--- src/sv/b64e_pkg.sv ---
// ----------------------------------------------------------------------------
// b64e_pkg
// Shared types, constants and the alphabet lookup for the base64 encoder.
// ----------------------------------------------------------------------------
package b64e_pkg;

  localparam int unsigned CHAR_W  = 7;
  localparam int unsigned GROUP_W = 6;
  localparam int unsigned MAX_CHARS = 4;
  localparam int unsigned IDX_W = 2;

  // pending bit counts that the encoder can hold
  localparam logic [2:0] CNT_ZERO = 3'd0;
  localparam logic [2:0] CNT_TWO  = 3'd2;
  localparam logic [2:0] CNT_FOUR = 3'd4;

  localparam logic [CHAR_W-1:0] PAD_CHAR = 7'd61;

  // permuted alphabet, first character in the top byte
  localparam logic [511:0] ALPHABET =
    "lksOm9BteESFLuDaNiUho1dwnRG0yc+jAKpXgYrH6xIQPW4vM7q32TbfZC8/5VJz";

  // one encoded request: up to four characters, index of the last one,
  // and whether it closes the message
  typedef struct packed {
    logic [MAX_CHARS-1:0][CHAR_W-1:0] chars;
    logic [IDX_W-1:0]                 last_idx;
    logic                             fin;
  } bundle_t;

  function automatic logic [CHAR_W-1:0] b64e_char(input logic [GROUP_W-1:0] grp);
    logic [8:0] off;
    off = {~grp, 3'b000};
    return ALPHABET[off +: CHAR_W];
  endfunction

endpackage

--- src/sv/b64e_encode.sv ---
// ----------------------------------------------------------------------------
// b64e_encode
// Pending-bit state and the single-pass expansion of one byte to characters.
// ----------------------------------------------------------------------------
module b64e_encode
  import b64e_pkg::*;
(
  input  logic       clk,
  input  logic       rst_n,
  input  logic [7:0] data_byte,
  input  logic       final_byte,
  input  logic       advance,
  output bundle_t    bundle
);

  logic [3:0] bits_r, bits_nxt;
  logic [2:0] cnt_r, cnt_nxt;

  always_comb begin
    bundle.chars    = {MAX_CHARS{PAD_CHAR}};
    bundle.last_idx = '0;
    bundle.fin      = final_byte;
    bits_nxt        = bits_r;
    cnt_nxt         = cnt_r;
    case (cnt_r)
      CNT_TWO: begin
        bundle.chars[0] = b64e_char({bits_r[1:0], data_byte[7:4]});
        if (final_byte) begin
          bundle.chars[1] = b64e_char({data_byte[3:0], 2'b00});
          bundle.last_idx = 2'd2;
        end else begin
          bundle.last_idx = 2'd0;
        end
        bits_nxt = data_byte[3:0];
        cnt_nxt  = CNT_FOUR;
      end
      CNT_FOUR: begin
        bundle.chars[0] = b64e_char({bits_r[3:0], data_byte[7:6]});
        bundle.chars[1] = b64e_char(data_byte[5:0]);
        bundle.last_idx = 2'd1;
        bits_nxt = 4'd0;
        cnt_nxt  = CNT_ZERO;
      end
      default: begin
        bundle.chars[0] = b64e_char(data_byte[7:2]);
        if (final_byte) begin
          bundle.chars[1] = b64e_char({data_byte[1:0], 4'b0000});
          bundle.last_idx = 2'd3;
        end else begin
          bundle.last_idx = 2'd0;
        end
        bits_nxt = {2'b00, data_byte[1:0]};
        cnt_nxt  = CNT_TWO;
      end
    endcase
    if (final_byte) begin
      bits_nxt = 4'd0;
      cnt_nxt  = CNT_ZERO;
    end
  end

  always_ff @(posedge clk) begin
    if (!rst_n) begin
      bits_r <= 4'd0;
      cnt_r  <= CNT_ZERO;
    end else if (advance) begin
      bits_r <= bits_nxt;
      cnt_r  <= cnt_nxt;
    end
  end

  a_cnt_legal: assert property (@(posedge clk) disable iff (!rst_n)
    cnt_r == CNT_ZERO || cnt_r == CNT_TWO || cnt_r == CNT_FOUR)
    else $error("pending count out of range");

  a_final_clears: assert property (@(posedge clk) disable iff (!rst_n)
    advance && final_byte |=> cnt_r == CNT_ZERO)
    else $error("state not cleared after last byte");

endmodule

--- src/sv/b64e_serial.sv ---
// ----------------------------------------------------------------------------
// b64e_serial
// Result register: holds one encoded request, hands out a character a cycle unless stalled.
// ----------------------------------------------------------------------------
module b64e_serial
  import b64e_pkg::*;
(
  input  logic              clk,
  input  logic              rst_n,
  input  bundle_t           bundle,
  input  logic              load,
  output logic              free,
  output logic              out_valid,
  input  logic              out_stall,
  output logic [CHAR_W-1:0] out_char,
  output logic              out_end_of_text
);

  logic                             valid_r;
  logic [MAX_CHARS-1:0][CHAR_W-1:0] chars_r;
  logic [IDX_W-1:0]                 last_r;
  logic [IDX_W-1:0]                 idx_r;
  logic                             fin_r;
  logic                             take;
  logic                             done;

  assign take = valid_r && !out_stall;
  assign done = take && (idx_r == last_r);
  assign free = !valid_r || done;

  assign out_valid       = valid_r;
  assign out_char        = chars_r[idx_r];
  assign out_end_of_text = fin_r && (idx_r == last_r);

  always_ff @(posedge clk) begin
    if (!rst_n) begin
      valid_r <= 1'b0;
      idx_r   <= '0;
    end else if (load) begin
      valid_r <= 1'b1;
      idx_r   <= '0;
    end else if (done) begin
      valid_r <= 1'b0;
    end else if (take) begin
      idx_r <= idx_r + 1'b1;
    end
  end

  always_ff @(posedge clk) begin
    if (load) begin
      chars_r <= bundle.chars;
      last_r  <= bundle.last_idx;
      fin_r   <= bundle.fin;
    end
  end

  a_idx_bound: assert property (@(posedge clk) disable iff (!rst_n)
    valid_r |-> idx_r <= last_r)
    else $error("character index past end of request");

  a_load_free: assert property (@(posedge clk) disable iff (!rst_n)
    load |-> free)
    else $error("request loaded over unfinished one");

endmodule

--- src/sv/base64_encoder_custom_alphabet_unit.sv ---
// ----------------------------------------------------------------------------
// base64_encoder_custom_alphabet_unit
// Byte-in, character-out base64 encoder with a fixed permuted alphabet.
// ----------------------------------------------------------------------------
// Usage:
//   Input channel (in_valid / in_stall): one message byte per request, with
//   in_final_byte high on the last byte of a message.
//   Output channel (out_valid / out_stall): one 7-bit ASCII character per
//   request; out_end_of_text marks the last character of a message.
//   A byte yields one or two characters; the last byte yields two to four
//   (trailing zero-padded group and '=' padding as needed).
// Path: an accepted byte is held in the input register, encoded, and moved
//   into the result register once that is free, which presents its characters.
// Throughput: one character per cycle on the output while out_stall is low; a
//   byte is accepted every cycle the input register is empty or can hand its
//   request to the result register, so the byte rate is set by the number of
//   characters each byte produces through the single output port.
// Reset: clears both registers' valid flags and the pending bits, so the
//   first byte after reset starts a new message.
// Stall: when out_stall is high the current character holds; the input
//   register still takes one more byte if it is empty, then in_stall rises
//   until the result register drains.
// ----------------------------------------------------------------------------
module base64_encoder_custom_alphabet_unit
  import b64e_pkg::*;
(
  input  logic              clk,
  input  logic              rst_n,
  input  logic              in_valid,
  output logic              in_stall,
  input  logic [7:0]        in_data_byte,
  input  logic              in_final_byte,
  output logic              out_valid,
  input  logic              out_stall,
  output logic [CHAR_W-1:0] out_char,
  output logic              out_end_of_text
);

  // input register
  logic       in_v_r;
  logic [7:0] data_r;
  logic       final_r;

  logic       free;
  logic       move;
  logic       accept;
  bundle_t    bundle;

  // advance the held byte into the result register once it is free
  assign move     = in_v_r && free;
  assign in_stall = in_v_r && !move;
  assign accept   = in_valid && !in_stall;

  always_ff @(posedge clk) begin
    if (!rst_n) begin
      in_v_r <= 1'b0;
    end else if (accept) begin
      in_v_r <= 1'b1;
    end else if (move) begin
      in_v_r <= 1'b0;
    end
  end

  // payload: hold while waiting, capture on accept
  always_ff @(posedge clk) begin
    if (accept) begin
      data_r  <= in_data_byte;
      final_r <= in_final_byte;
    end
  end

  b64e_encode u_encode (
    .clk        (clk),
    .rst_n      (rst_n),
    .data_byte  (data_r),
    .final_byte (final_r),
    .advance    (move),
    .bundle     (bundle)
  );

  b64e_serial u_serial (
    .clk             (clk),
    .rst_n           (rst_n),
    .bundle          (bundle),
    .load            (move),
    .free            (free),
    .out_valid       (out_valid),
    .out_stall       (out_stall),
    .out_char        (out_char),
    .out_end_of_text (out_end_of_text)
  );

  a_stall_only_full: assert property (@(posedge clk) disable iff (!rst_n)
    in_stall |-> in_v_r && out_valid)
    else $error("input stalled with room to move");

  a_move_shows: assert property (@(posedge clk) disable iff (!rst_n)
    move |=> out_valid)
    else $error("moved request not presented");

endmodule
--- config.mk ---
export PLATFORM = sky130hd
export DESIGN_NAME = base64_encoder_custom_alphabet_unit
export DESIGN_NICKNAME = d
export VERILOG_FILES = /design/src/sv/b64e_pkg.sv /design/src/sv/b64e_encode.sv /design/src/sv/b64e_serial.sv /design/src/sv/base64_encoder_custom_alphabet_unit.sv
export SDC_FILE = /design/constraint.sdc
export NUM_CORES = 1
export LEC_CHECK = 0
export BUFFER_PORTS_ARGS = -buffer_cell sky130_fd_sc_hd__buf_2
export CAP_MARGIN = 20
export CORE_MARGIN = 2
export CORE_UTILIZATION = 56
export CTS_BUF_LIST = sky130_fd_sc_hd__clkbuf_4 sky130_fd_sc_hd__clkbuf_8 sky130_fd_sc_hd__clkbuf_16
export CTS_CLUSTER_SIZE = 40
export DETAILED_ROUTE_END_ITERATION = 6
export PLACE_DENSITY = 0.78
export REMOVE_ABC_BUFFERS = 1
export SKIP_LAST_GASP = 1
export SLEW_MARGIN = 10
export SYNTH_ARGS = -nofsm -noshare
export SYNTH_HDL_FRONTEND = slang
export SYNTH_SLANG_ARGS = --single-unit
--- constraint.sdc ---
create_clock -name clk -period 2.64 [get_ports clk]
set_input_delay 0.264 -clock clk [delete_from_list [all_inputs] [get_ports clk]]
set_output_delay 0.264 -clock clk [all_outputs]
set_load 0.01 [all_outputs]
# Word level (Yosys, flattened, before mapping)

Index checks and enable logic that the tools add are counted.

$add $sub $neg: 1
Multipliers: 0
Divide/modulo/power cells: 0
Order comparisons: 1
Eq/ne operators: 3
Shifts and indexed selects: 6
Multiplexer cells: 15
Bitwise operators: 8
Reduce and logical (&&, ||, !) cells: 15

Operator list:

| kind                      | count |
|---|---|
| $shiftx 512x10->7 const A | 6 |
| $not 6->6                 | 6 |
| $pmux 16 s2               | 1 |
| $mux 7                    | 3 |
| $bmux 7 s2                | 1 |
| $pmux 4 s2                | 1 |
| $logic_and 1x1->1         | 6 |
| $pmux 3 s2                | 1 |
| $logic_not 1->1           | 4 |
| $mux 1                    | 4 |
| $mux 2                    | 2 |
| $mux 4                    | 1 |
| $reduce_bool 2->1         | 2 |
| $eq 3x2->1 const B        | 1 |
| $eq 3x3->1 const B        | 1 |
| $lt 2x3->1 const B        | 1 |
| $mux 3                    | 1 |
| $add 2x1->2 const B       | 1 |
| $eq 2x2->1                | 1 |
| $not 1->1                 | 2 |
| $reduce_and 2->1          | 1 |
| $reduce_or 2->1           | 1 |
| $logic_or 1x1->1          | 1 |

Register bits after elaboration: 37
Latch bits: 0
Bits in writable memories: 0
ROM bits: 0
Bits of input ports: 13
Output and inout bits: 10
Logic and storage cells: 60
Memories kept: 0

# Depth between registers and ports, before layout

Gate-level depths: netlist of run 1.

Depth after elaboration: 10
Mapped depth: 13
Gate-level depth less buffers: 11

# Modules after synthesis

Synthesis of run 1 repeated with hierarchy kept, for this count alone.

Cells, all modules: 486
Area, all modules: 4,351.7 µm²

By module, submodules not included:

| module                              | instances | cells an instance | area an instance (µm²) | seq. area each (µm²) |
|---|---|---|---|---|
| b64e_encode                         | 1         | 410               | 2,703.8                | 120.1 |
| b64e_serial                         | 1         | 62                | 1,323.8                | 991.0 |
| base64_encoder_custom_alphabet_unit | 1         | 14                | 324.1                  | 290.3 |

# Worst setup path before layout of run 1

OpenSTA, ideal clock, no wires.

Path kind: reg2reg
Start: register u_encode.cnt_r[1]
End: register u_serial.chars_r[1] in the netlist's numbering (data pin)
Library setup time: 0.180 ns
Arrival time: 2.642 ns
Required time: 2.460 ns
Setup slack: -0.182 ns
Cell stages (with the launch flop): 12
Buffers on the path: 2
Clock period less this slack: 2.822 ns
Path through: dfxtp_1 > inv_1 > ha_1 > buf_6 > buf_6 > o31ai_4 > inv_1 > ha_1 > and2_1 > o21ai_0 > or3b_2 > o311ai_1

RTL lines:

| element                | RTL line          | source |
|---|---|---|
| start, declared        | b64e_encode.sv:17 | `logic [2:0] cnt_r, cnt_nxt;` |
| start signal, assigned | b64e_encode.sv:68 | `cnt_r <= cnt_nxt;` |
| end signal, assigned   | b64e_serial.sv:51 | `chars_r <= bundle.chars;` |
| end, declared          | b64e_serial.sv:20 | `logic [MAX_CHARS-1:0][CHAR_W-1:0] chars_r;` |

==> results of run 1 <==
==> synthesized netlist by cell type (all sizes together), types with 6 or more instances <==
cell type | instances | area share
inv | 17 | 0.018
buf | 22 | 0.043
nand2 | 38 | 0.041
nand3 | 7 | 0.010
o21ai | 27 | 0.039
mux2i | 6 | 0.017
nor2 | 46 | 0.050
edfxtp | 26 | 0.22
o31ai | 8 | 0.032
a211o | 8 | 0.020
a221oi | 6 | 0.019
a211oi | 9 | 0.019
a31oi | 7 | 0.013
a311oi | 6 | 0.015
clkbuf | 14 | 0.015
nor2b | 19 | 0.038
dfxtp | 10 | 0.057
ha | 21 | 0.075
nor3 | 11 | 0.016
o211ai | 8 | 0.017
a21oi | 35 | 0.050
nand2b | 7 | 0.013
==> metrics by stage <==
stage / util / power, mW / setup slack, ns / hold slack [ns] / cell area [um^2]
final: 0.6596 / 1.898 / 0.06793 / 0.1429 / 3951
after global placement: 0.6374 / 1.390 / -0.006448 / 0.4404 / 3819
after global routing: 0.6596 / 1.991 / -0.06121 / 0.1365 / 3951
after CTS: 0.6566 / 1.878 / -0.02504 / 0.1388 / 3934
after floorplan: - / 1.141 / -0.3282 / 0.3629 / 3297
after detailed placement: 0.6374 / 1.389 / -0.02597 / 0.4421 / 3819
==> kinds of logic after synthesis <==
kind of cell    count (synthesis)
simple gates                  146
compound gates                153
fa+ha+maj                      21
mux                             8
flops                          36
xor+xnor                        4
buf+inv                        54
==> cell type report <==
class	count	area, um^2	area share
Clock buffer	5	68.82	0.01742
Clock inverter	3	46.29	0.01172
Inverter	18	70.07	0.01773
Multi-Input combinational cell	332	2263	0.5728
Sequential cell	36	980.9	0.2483
Tap cell	75	93.84	0.02375
Timing Repair Buffer	61	427.9	0.1083
==> power by group through the flow <==
stage               logic (mW)  clock network [mW]  registers (mW)
floorplan                0.438                   0           0.703
global route             0.794               0.521           0.676
detailed placement       0.704                   0           0.685
finish                   0.732               0.495           0.672
global placement         0.706                   0           0.684
CTS                      0.707               0.498           0.672
==> metal layers <==
metal | routed length (um) | global-route usage
met1 | 4207 | 0.4154
met2 | 4267 | 0.4274
met3 | 971 | 0.04771
met4 | 100 | 0.04769
met5 | 0 | 0
==> how the worst max path moves through the flow <==
stage                     cells past startpoint                            from                       endpoint
after floorplan                              10  u_encode.cnt_r[1]$_SDFFE_PN0P_  u_serial.chars_r[1]$_DFFE_PP_
after global placement                        9  u_encode.cnt_r[1]$_SDFFE_PN0P_  u_serial.chars_r[6]$_DFFE_PP_
after detailed placement                     10  u_encode.cnt_r[1]$_SDFFE_PN0P_  u_serial.chars_r[1]$_DFFE_PP_
after CTS                                    11  u_encode.cnt_r[1]$_SDFFE_PN0P_  u_serial.chars_r[4]$_DFFE_PP_
after global routing                         10  u_encode.cnt_r[1]$_SDFFE_PN0P_  u_serial.chars_r[1]$_DFFE_PP_
final                                        10  u_encode.cnt_r[1]$_SDFFE_PN0P_  u_serial.chars_r[1]$_DFFE_PP_
==> critical path: stages, from the launching register on <==
cell,delay (ns)
dfxtp_1,0.31
buf_4,0.13
ha_1,0.24
nor2b_1,0.18
o31ai_4,0.25
inv_1,0.14
ha_1,0.24
and2_1,0.17
o21ai_0,0.18
or3b_2,0.45
o311ai_1,0.09
==> registers in the layout (all words and copies together), names as in the netlist, 2 cells and up <==
signal	count
u_serial.idx_r	2
data_r	8
u_encode.bits_r	4
u_serial.chars_r	14
u_serial.last_r	2
u_encode.cnt_r	2
==> repair_timing <==
action,in CTS,in global routing
resized for setup,1,8
endpoints found under the setup margin,3,7
pin swaps,0,0
==> impl_metrics.tcl, run 1 <==
set metrics [dict create \
    first_global_vias 3130 \
    core_um2 5991 \
    routabilityCongestion 0.9960 \
    timing.fmax_ghz 0.3888 \
    setup_tns_ns 0 \
    path_clk_slew_ns 0.08 \
    drt_iter0_drc 361 \
    clkPwrFrac 0.261 \
    clockRootBuffer "clkbuf_8" \
    syn_area_um2 3498 \
    synth.area.mux_share 0.03004 \
    grt_pass1_wl_mm 15.80 \
    min_path_type "input pin to flop" \
    nNetsFinal 488 \
    end_kind "flop" \
    antenna_cells 0 \
    synth_compound_area_frac 0.3237 \
    grt.total_usage 0.2780 \
    ctsHoldBuffers 0 \
    wire_per_inst_um 18.01 \
    ys_types 69 \
    ios 23 \
    start_util 0.5840 \
    worst_pin_slew_ns 0.6195 \
    mostFrequentLayoutCells "43 x nor2_1, 38 x nand2_1, 37 x buf_4, 35 x a21oi_1, 26 x edfxtp_1" \
    worst_r2r_endpoint "u_serial.chars_r[1]$_DFFE_PP_" \
    htreeDepth 2 \
    critical_path.startpoint_type "flop" \
    die-area_um2 6896 \
    netlist_instances 422 \
    cap_viol_max_count 0 \
    comb_power_share 0.385 \
    min_from "in_data_byte[2]" \
    globalRouteOverflowTotal 0 \
    drc 0 \
    drive_gt1_frac 0.2044 \
    antenna_left 0 \
    criticalPathCategory "flop to flop" \
    cts_tree "built" \
    p_sw_frac 0.3481 \
    clk_latency_ns 0.30 \
    postCtsSetupBuffers 0 \
    hold_viol_final 0 \
    ir_worst_vdd_mv 0.4317 \
    p_seq_frac 0.354 \
    mostFrequentLayoutCell "nor2_1" \
    outcome "complete, no violations" \
    port-buffer-count 22 \
    p_leak_nw 1.567 \
    ff2ff_path_depth 10 \
    syn_avg_cell_area_um2 8.290 \
    wl_mm 9.546 \
    vias_per_cell 6.523 \
    rows 28 \
    hpwlAfterDp_mm 7.232 \
    relSlewSlack 0.5865 \
    num-fill-cells 488 \
    synth-xor-area-share 0.01001 \
    net-switching-power_uw 660.9 \
    dr.pass1.iters 5 \
    yosysSeqAreaShare 0.2804 \
    power-per-cell-area_nw_per_um2 480.5 \
    worstPathArrival_ns 2.69 \
    clock-sinks 36 \
    synth_top_family_by_area "compound AO/OA/AOI/OAI gates" \
    fin_worst_skew_ns 0.007130 \
    cp.required_ns 2.76 \
    yosys.area_share.simple 0.2039 \
    synth_fa_ha_area_frac 0.07511 \
    placedCellCount 522 \
    vias 3457 \
    drv_slew 0 \
    synthToLayoutAreaGrowth_pct 12.95 \
    synth_ff_type "edfxtp_1" \
    setup_viol 0 \
    die_y_um 83.04 \
    rsz0062_at_grt "true" \
    ys_warn_count 0 \
    die_width_um 83.04 \
    fin_crit_ns 2.572 \
    layout_worst_path_cycle_share 0.9743 \
    antenna_found_initial 0 \
    clockBufferDepth 2 \
    synth_edf_count 26 \
    yosys_register_bits 36 \
    worstHoldEndpoint "data_r[2]$_DFFE_PP_" \
    rr_startpoint "u_encode.cnt_r[1]$_SDFFE_PN0P_" \
    async_flop_share 0 \
    worstHoldPathCells 1 \
    layout.cells.non_filler 530 \
    cp_max_fo 5 \
    grt_max_degree 30 \
    cts_buffers 5 \
    internal_power_mw 1.238 \
    r2r_setup_slack_ns 0.07 \
]
Note: power is estimated with default switching activity, not from simulation.
==> run 2, diff against run 1 <==
--- a/config.mk
+++ b/config.mk
@@ -12,7 +12,7 @@
 export CTS_BUF_LIST = sky130_fd_sc_hd__clkbuf_4 sky130_fd_sc_hd__clkbuf_8 sky130_fd_sc_hd__clkbuf_16
 export CTS_CLUSTER_SIZE = 40
 export DETAILED_ROUTE_END_ITERATION = 6
-export PLACE_DENSITY = 0.78
+export PLACE_DENSITY_LB_ADDON = 0.2
 export REMOVE_ABC_BUFFERS = 1
 export SKIP_LAST_GASP = 1
 export SLEW_MARGIN = 10
==> run 2 against run 1 <==
  * Maximum frequency increased by 1.4%
  * Flip-flop and latch count unchanged
  * Worst setup slack improved by 0.035 ns
  * Sequential power about the same
  * Clock skew increased by 0.0040 ns
  * Critical endpoint unchanged
  * Largest power group unchanged
==> impl_metrics.tcl, run 2 (same netlist as run 1, synthesis figures left out) <==
set metrics [dict create \
    timing.fmax_ghz 0.3942 \
    ff2ff_path_depth 11 \
    hold_viol_final 0 \
    ir_worst_vdd_mv 0.4426 \
    path_clk_slew_ns 0.08 \
    layout.cells.non_filler 534 \
    clk_latency_ns 0.29 \
    rsz0062_at_grt "false" \
    setup_viol 0 \
    registers.top_by_ff_count "u_serial.chars_r" \
    drt_iter0_drc 440 \
    worst_r2r_endpoint "u_serial.chars_r[1]$_DFFE_PP_" \
    crit_chain "buf_4 > ha_2 > nor2b_1 > o31ai_4 > inv_2 > buf_4 > ha_1 > nand2_1 > a21oi_1 > or3b_2 > o311ai_1" \
    die_y_um 83.04 \
    num-fill-cells 490 \
    min_path_type "input pin to flop" \
    core_um2 5991 \
    start_util 0.5840 \
    drive_gt1_frac 0.2200 \
    cp_max_fo 5 \
    seq_area_um2 982.2 \
    grt_max_degree 40 \
    antenna_cells 0 \
    rows 28 \
    crit_buf_inv 3 \
    end_kind "flop" \
    hpwlAfterDp_mm 7.145 \
    cp.required_ns 2.74 \
    antenna_left 0 \
    htreeDepth 2 \
    stdcell_area_um2 3996 \
    ios 23 \
    worst_pin_slew_ns 0.6886 \
    path_delay_family "simple AND/OR/NAND/NOR gates" \
    nNetsFinal 492 \
    worstHoldPathCells 1 \
    grt_pass1_wl_mm 15.57 \
    rr_startpoint "u_encode.cnt_r[1]$_SDFFE_PN0P_" \
    wl_mm 9.673 \
    clockRootBuffer "clkbuf_8" \
    power-per-cell-area_nw_per_um2 478.7 \
    drc 0 \
    wire_per_inst_um 18.11 \
    r2r_setup_slack_ns 0.10 \
    port-buffer-count 22 \
    cap_viol_max_count 0 \
    worstHoldEndpoint "data_r[7]$_DFFE_PP_" \
    startpoint "u_encode.cnt_r[1]$_SDFFE_PN0P_" \
    min_from "in_data_byte[7]" \
    reg_top3 "u_serial.chars_r (14), data_r (8), u_encode.bits_r (4)" \
    routabilityCongestion 0.9965 \
    dr.pass1.iters 5 \
    top_usage_layer "met2" \
    outcome "complete, no violations" \
    met1_usage 0.4162 \
    first_global_vias 3078 \
    multi_input_area_um2 2267 \
    grt.met2_usage 0.4172 \
    met3_usage 0.03976 \
    cp_slowest_cell "or3b_2" \
    mostFrequentLayoutCell "nor2_1" \
    cpPeakStageDelay_ns 0.45 \
    crit_path_frequent_cell "buf_4" \
    p_leak_nw 1.591 \
    largest_register_ffs 14 \
    cts_buffers 5 \
    ctsHoldBuffers 0 \
    cts_tree "built" \
    clockBufferDepth 2 \
    worstPathArrival_ns 2.63 \
    critical_path.startpoint_type "flop" \
    relSlewSlack 0.5404 \
    place_area_um2 3846 \
    globalRouteOverflowTotal 0 \
    vias_per_cell 6.532 \
    placedCellCount 524 \
    fin_crit_ns 2.537 \
    vias 3488 \
    synthToLayoutAreaGrowth_pct 14.23 \
    fin_worst_skew_ns 0.01110 \
    die-area_um2 6896 \
    criticalPathCategory "flop to flop" \
    clock-sinks 36 \
    antenna_found_initial 0 \
    mostFrequentLayoutCells "44 x nor2_1, 39 x buf_4, 38 x nand2_1, 34 x a21oi_1, 26 x edfxtp_1" \
    grt.total_usage 0.2778 \
    layout_worst_path_cycle_share 0.9609 \
    die_width_um 83.04 \
    drv_slew 0 \
]
## run 2: how the worst max path moves through the flow
stage	end	depth (start not counted)
6_report	u_serial.chars_r[1]$_DFFE_PP_	11
3_3_place_gp	u_serial.chars_r[1]$_DFFE_PP_	10
2_1_floorplan	u_serial.chars_r[1]$_DFFE_PP_	10
5_1_grt	u_serial.chars_r[1]$_DFFE_PP_	11
4_1_cts	u_serial.chars_r[1]$_DFFE_PP_	10
3_5_place_dp	u_serial.chars_r[1]$_DFFE_PP_	10
## run 2: timing repair
action | in CTS | in global routing
gates resized for setup | 2 | 11
endpoints found under the hold margin | 0 | 0
endpoints found under the setup margin | 1 | 6
setup buffers | 0 | 2
pin swaps | 0 | 1
## run 2: through the flow
stage / hold WS [ns] / utilization / TNS [ns] / total power [mW] / setup WS (ns)
CTS: 0.1438 / 0.6610 / 0 / 1.885 / 0.007257
finish: 0.1452 / 0.6671 / 0 / 1.913 / 0.1031
detailed placement: 0.4427 / 0.6420 / -0.009831 / 1.398 / -0.009831
global route: 0.1366 / 0.6671 / 0 / 2.002 / 0.001867
global placement: 0.4413 / 0.6420 / 0 / 1.400 / 0.002818
floorplan: 0.3629 / - / -1.242 / 1.141 / -0.3282
## run 2: power by group
group / switching (mW) / leakage [nW] / internal, mW
registers: 0.0199 / 0.326 / 0.652
clock network: 0.203 / 0.0586 / 0.291
logic: 0.433 / 1.21 / 0.314
total: 0.656 / 1.59 / 1.26
## run 2: layer usage
layer / part of all wire / wire, um
met1: 0.45 / 4340
met2: 0.45 / 4382
met3: 0.077 / 745
met4: 0.021 / 204
met5: 0 / 0
## run 2: final cells by class
cell class                      instances  area share
Tap cell                               75     0.02348
Inverter                               18     0.01691
Sequential cell                        36      0.2458
Clock inverter                          2    0.008766
Multi-Input combinational cell        332      0.5673
Timing Repair Buffer                   65      0.1187
Clock buffer                            6     0.01910
